===== src/rtl/core/salct_pkg.sv =====
// Shared constants, item types and row layout of the cache tag store.
package salct_pkg;

	// Geometry
	localparam int MAX_SET_BITS = 6;
	localparam int MAX_WAYS     = 8;
	localparam int ADDR_WIDTH   = 64;

	localparam int NUM_SETS = 1 << MAX_SET_BITS;
	localparam int SET_W    = MAX_SET_BITS;
	// Smallest split is one set bit and one offset bit
	localparam int TAG_W    = ADDR_WIDTH - 2;
	localparam int WAY_W    = (MAX_WAYS > 1) ? $clog2(MAX_WAYS) : 1;
	localparam int RANK_W   = WAY_W;
	localparam int NW_W     = $clog2(MAX_WAYS + 1);
	localparam int SB_W     = $clog2(MAX_SET_BITS + 1);
	localparam int BB_MAX   = 32;
	localparam int BB_W     = 6;
	localparam int SH_W     = $clog2(MAX_SET_BITS + BB_MAX + 1);
	localparam int CNT_W    = 32;

	// Configuration port
	localparam int CFG_W     = 6;
	localparam int CFG_IDX_W = 2;
	localparam logic [CFG_IDX_W-1:0] REG_SET_BITS   = 2'd0;
	localparam logic [CFG_IDX_W-1:0] REG_BLOCK_BITS = 2'd1;
	localparam logic [CFG_IDX_W-1:0] REG_WAYS_USED  = 2'd2;

	// Opcodes
	localparam logic [1:0] OP_LOAD   = 2'd0;
	localparam logic [1:0] OP_STORE  = 2'd1;
	localparam logic [1:0] OP_MODIFY = 2'd2;
	localparam logic [1:0] OP_IFETCH = 2'd3;

	// Access queue between front and back
	localparam int QDEPTH = 2;
	localparam int Q_AW   = (QDEPTH > 1) ? $clog2(QDEPTH) : 1;

	typedef struct packed {
		logic [1:0]            opcode;
		logic [ADDR_WIDTH-1:0] address;
	} req_t;

	typedef struct packed {
		logic             hit;
		logic             miss;
		logic             evicted;
		logic [CNT_W-1:0] hit_total;
		logic [CNT_W-1:0] miss_total;
		logic [CNT_W-1:0] evict_total;
		logic             last_of_run;
	} rsp_t;

	// One classified access: tag, set and whether it runs twice (modify)
	typedef struct packed {
		logic [TAG_W-1:0] tag;
		logic [SET_W-1:0] set;
		logic             twice;
	} acc_t;

	// One set as stored in the row memory
	typedef struct packed {
		logic [MAX_WAYS-1:0]              v;
		logic [MAX_WAYS-1:0][RANK_W-1:0]  rank;
		logic [MAX_WAYS-1:0][TAG_W-1:0]   tag;
	} row_t;

	localparam int ROW_W = $bits(row_t);

endpackage


===== src/rtl/core/salct_queue.sv =====
// Short access queue between the front end and the tag update engine.
module salct_queue
	import salct_pkg::*;
(
	input  logic clk,
	input  logic arst_n,
	input  logic push,
	input  acc_t push_entry,
	input  logic pop,
	output acc_t head,
	output logic empty,
	output logic full
);

	acc_t            entry_q [QDEPTH];
	logic [Q_AW-1:0] wr_ptr_q;
	logic [Q_AW-1:0] rd_ptr_q;
	logic [Q_AW:0]   count_q;

	assign empty = (count_q == '0);
	assign full  = (count_q == (Q_AW+1)'(QDEPTH));
	assign head  = entry_q[rd_ptr_q];

	// Entry storage
	always_ff @(posedge clk) begin
		if (push) begin
			entry_q[wr_ptr_q] <= push_entry;
		end
	end

	// Pointers and fill count
	always_ff @(posedge clk or negedge arst_n) begin
		if (!arst_n) begin
			wr_ptr_q <= '0;
			rd_ptr_q <= '0;
			count_q  <= '0;
		end else begin
			if (push) begin
				wr_ptr_q <= (int'(wr_ptr_q) == QDEPTH - 1) ? '0 : wr_ptr_q + Q_AW'(1);
			end
			if (pop) begin
				rd_ptr_q <= (int'(rd_ptr_q) == QDEPTH - 1) ? '0 : rd_ptr_q + Q_AW'(1);
			end
			if (push && !pop) begin
				count_q <= count_q + (Q_AW+1)'(1);
			end else if (pop && !push) begin
				count_q <= count_q - (Q_AW+1)'(1);
			end
		end
	end

endmodule


===== config.mk =====
export PLATFORM = sky130hd
export DESIGN_NAME = salct_queue
export DESIGN_NICKNAME = d
export VERILOG_FILES = /design/src/rtl/core/salct_pkg.sv /design/src/rtl/core/salct_queue.sv
export SDC_FILE = /design/constraint.sdc
export NUM_CORES = 1
export LEC_CHECK = 0
export BUFFER_PORTS_ARGS = -buffer_cell sky130_fd_sc_hd__buf_2
export CELL_PAD_IN_SITES_DETAIL_PLACEMENT = 1
export CELL_PAD_IN_SITES_GLOBAL_PLACEMENT = 2
export CORE_MARGIN = 2
export CORE_UTILIZATION = 42
export DETAILED_ROUTE_END_ITERATION = 8
export PLACE_DENSITY_LB_ADDON = 0.1
export SYNTH_ARGS = -nofsm -noshare
export SYNTH_HDL_FRONTEND = slang
export SYNTH_SLANG_ARGS = --single-unit

===== constraint.sdc =====
create_clock -name clk -period 6.42 [get_ports clk]
set_input_delay 0.642 -clock clk [delete_from_list [all_inputs] [get_ports clk]]
set_output_delay 0.642 -clock clk [all_outputs]
set_load 0.05 [all_outputs]

==> results.cfg <==
[grt]
grt_pass1_vias = 2765
grt_first_pass_wirelength_microns = 14950
grt_start_max_net_pins = 70
gr-total-overflow = 0
track_usage_pct = 14.57
antenna_found_initial = 0

[synth]
ys_ff_latch = 142
yosysMostFrequentCell = edfxtp_1
synth_top_area_share_pct = 75.10
syn_area_per_cell_sq_um = 23.89
netlist_top_cells_count = edfxtp_1, mux2_4, buf_12
synth_area_leaders = edfxtp_1, mux2_4, buf_12
synthesis.nets = 305
ys_warn_count = 0
synthArstFlopShare_pct = 2.817
synthCells = 231
yosys.area.top_type = edfxtp_1
synth_cell_type_count = 12
synth_edf_count = 138
ys.flop_type = edfxtp_1
ys_seq_area_share_pct = 76.92
netlist_area_sq_mm = 0.005518

[power_and_ir_drop]
intPower_mw = 2.358
max-vdd-ir-drop_mv = 0.3310
power_frac_clock_pct = 25.9
p_per_area_mw_per_mm2 = 545.9
switching_power_mw = 1.428
p_comb_share_pct = 39.1
swShare_pct = 37.71
seqPwrFrac_pct = 35.0
p_leak_nw = 2.830

[worst_setup_path]
slowest_stage = buf_4
end_kind = output pin
r2r_slack_ps = 4500
r2r-start = wr_ptr_q$_DFFE_PN0P_
cp.arrival_ps = 2530
cp.required_ps = 5780
critical_path.max_stage_delay_ps = 790
crit_type = reg -> out
cp-start-kind = flip-flop
critPathMaxFanout = 49
crit_chain = buf_4 > mux2_4 > buf_2
worstRegToRegCells = 2
reg2reg_to = entry_q[0][30]$_DFFE_PP_

[cells_and_area]
diodes = 0
fill_cells = 1184
drive_above_1_share_pct = 61.25
nets = 461
syn2layout_area_growth_pct = 25.69

[clock_network]
post_cts_buffers = 0
h-tree-depth = 4
clockRootBuffer = clkbuf_16
clk_latency_ps = 410
numCtsBuffers = 17
cts.hold.buffers_added = 0
cts_tree = yes
clockBufferDepth = 2
clock_sinks = 142
clk_pin_slew_ps = 60
cts_resized = 0

[timing]
worst_clock_skew_ps = 4.881
fin_crit_ps = 3173
finalHoldViolations = 0
worstMarginPinSlew_ps = 994.4
finalCritPeriodShare_pct = 49.42
tns_ps = 0
rsz0062_at_grt = no
max_freq_ghz = 0.3152
slew_headroom_pct = 33.71
setup_violations = 0
finalHoldWorstSlack_ps = 26.79
finalMaxSlewViolations = 0

[routing]
ant_nets = 0
route.detailed.wl_per_inst_microns = 16.98
vias = 2601
route.top_layer_used = met4
dr.pass1.iters = 4
dr_wl_met2_microns = 4707
drcViolationCount = 0
wl_met1_microns = 4129
drt_iter0_markers = 89
viasPerCell = 4.547
wl_met3_microns = 638
routed_wirelength_microns = 9713

[die]
ios = 144
die_w_microns = 118.6
start_util_pct = 43.37
die_area_sq_mm = 0.01407
rows = 41
die_h_microns = 118.6
core_area_sq_mm = 0.01272

[status]
status = completed

[place]
globalplace.congestion = 0.6633
dp_hpwl_microns = 6171
port_buffers = 143

[hold_path]
hp-class = in -> async

[job]
drv_cap = 0
==> cell type report <==
type	count	area (sq um)	area share (%)
Multi-Input combinational cell	80	1129	16.27
Inverter	1	3.754	0.05412
Clock inverter	4	72.57	1.046
Timing Repair Buffer	145	730.7	10.54
Sequential cell	142	4248	61.25
Tap cell	172	215.2	3.103
Clock buffer	28	536.8	7.739
==> cells in the final DEF, fill, tap and decap left out <==
cell type	synthesis	layout
buf_2	0	143
edfxtp_1	138	138
mux2_4	69	69
clkbuf_16	0	17
clkbuf_8	0	7
xor2_1	4	4
clkbuf_1	0	4
dfrtp_1	4	3
nor2_1	2	2
bufinv_16	0	2
buf_4	0	2
inv_1	1	1
nor2b_1	2	1
and2_4	0	1
nor2b_4	0	1
xnor2_1	1	1
ha_1	1	1
clkinv_2	0	1
clkinvlp_4	0	1
dfrtp_4	0	1
==> how the worst max path moves through the flow <==
stage                               from                      end  slack [ps]  depth (start not counted)
floorplan                           push  entry_q[0][0]$_DFFE_PP_        2250                          1
global placement    rd_ptr_q$_DFFE_PN0P_                 head[22]        3640                          3
detailed placement  rd_ptr_q$_DFFE_PN0P_                 head[12]        3650                          3
CTS                 rd_ptr_q$_DFFE_PN0P_                 head[12]        3190                          3
global route        rd_ptr_q$_DFFE_PN0P_                  head[0]        3120                          3
finish              rd_ptr_q$_DFFE_PN0P_                 head[20]        3250                          3
==> metal layers <==
| layer | vias up | track usage [%] |
|---|---|---|
| met4 | 0 | 7.515 |
| met3 | 21 | 5.647 |
| met5 | - | 0 |
| met2 | 93 | 22.63 |
| met1 | 1265 | 17.64 |
| li1 | 1222 | - |
==> sequential cells by signal (all words and copies together), names as in the netlist <==
signal    count
entry_q     138
count_q       2
rd_ptr_q      1
wr_ptr_q      1
==> cell families (layout without fill, tap and decap cells) <==
logic type                 count (synthesis)  in the layout  synth area share (%)
adders and majority gates                  1              1                0.2267
xor gates and xnor gates                   5              5                0.7936
muxes                                     69             69                 18.78
and+or+nand+nor                            5              5                0.4763
DFF                                      142            142                 76.92
buffers and inverters                      9            178                 2.812
==> critical path, delay by kind of cell, from the launching register on <==
kind / cells / cell delay [ps]
buffers and inverters: 2 / 1000
flip-flops: 1 / 700
multiplexers: 1 / 370
==> metrics by stage <==
step           setup WS (ps)  util [%]  instance area [sq um]  std cells  power (mW)
3_3_place_gp            3636     49.72                   6326        540       2.834
3_5_place_dp            3648     49.72                   6326        540       2.845
5_1_grt                 3119     54.51                   6935        572       3.929
2_1_floorplan           2245         -                   5518        231       2.647
4_1_cts                 3191     54.51                   6935        572       3.834
6_report                3247     54.51                   6935        572       3.786
==> power groups by stage <==
stage / clock network (mW) / logic [mW] / registers, mW
detailed placement: 0 / 1.50 / 1.35
global route: 1.04 / 1.54 / 1.35
finish: 0.982 / 1.48 / 1.32
CTS: 1.00 / 1.50 / 1.33
global placement: 0 / 1.50 / 1.34
floorplan: 0 / 1.35 / 1.30
Note: power is estimated with default switching activity, not from simulation.
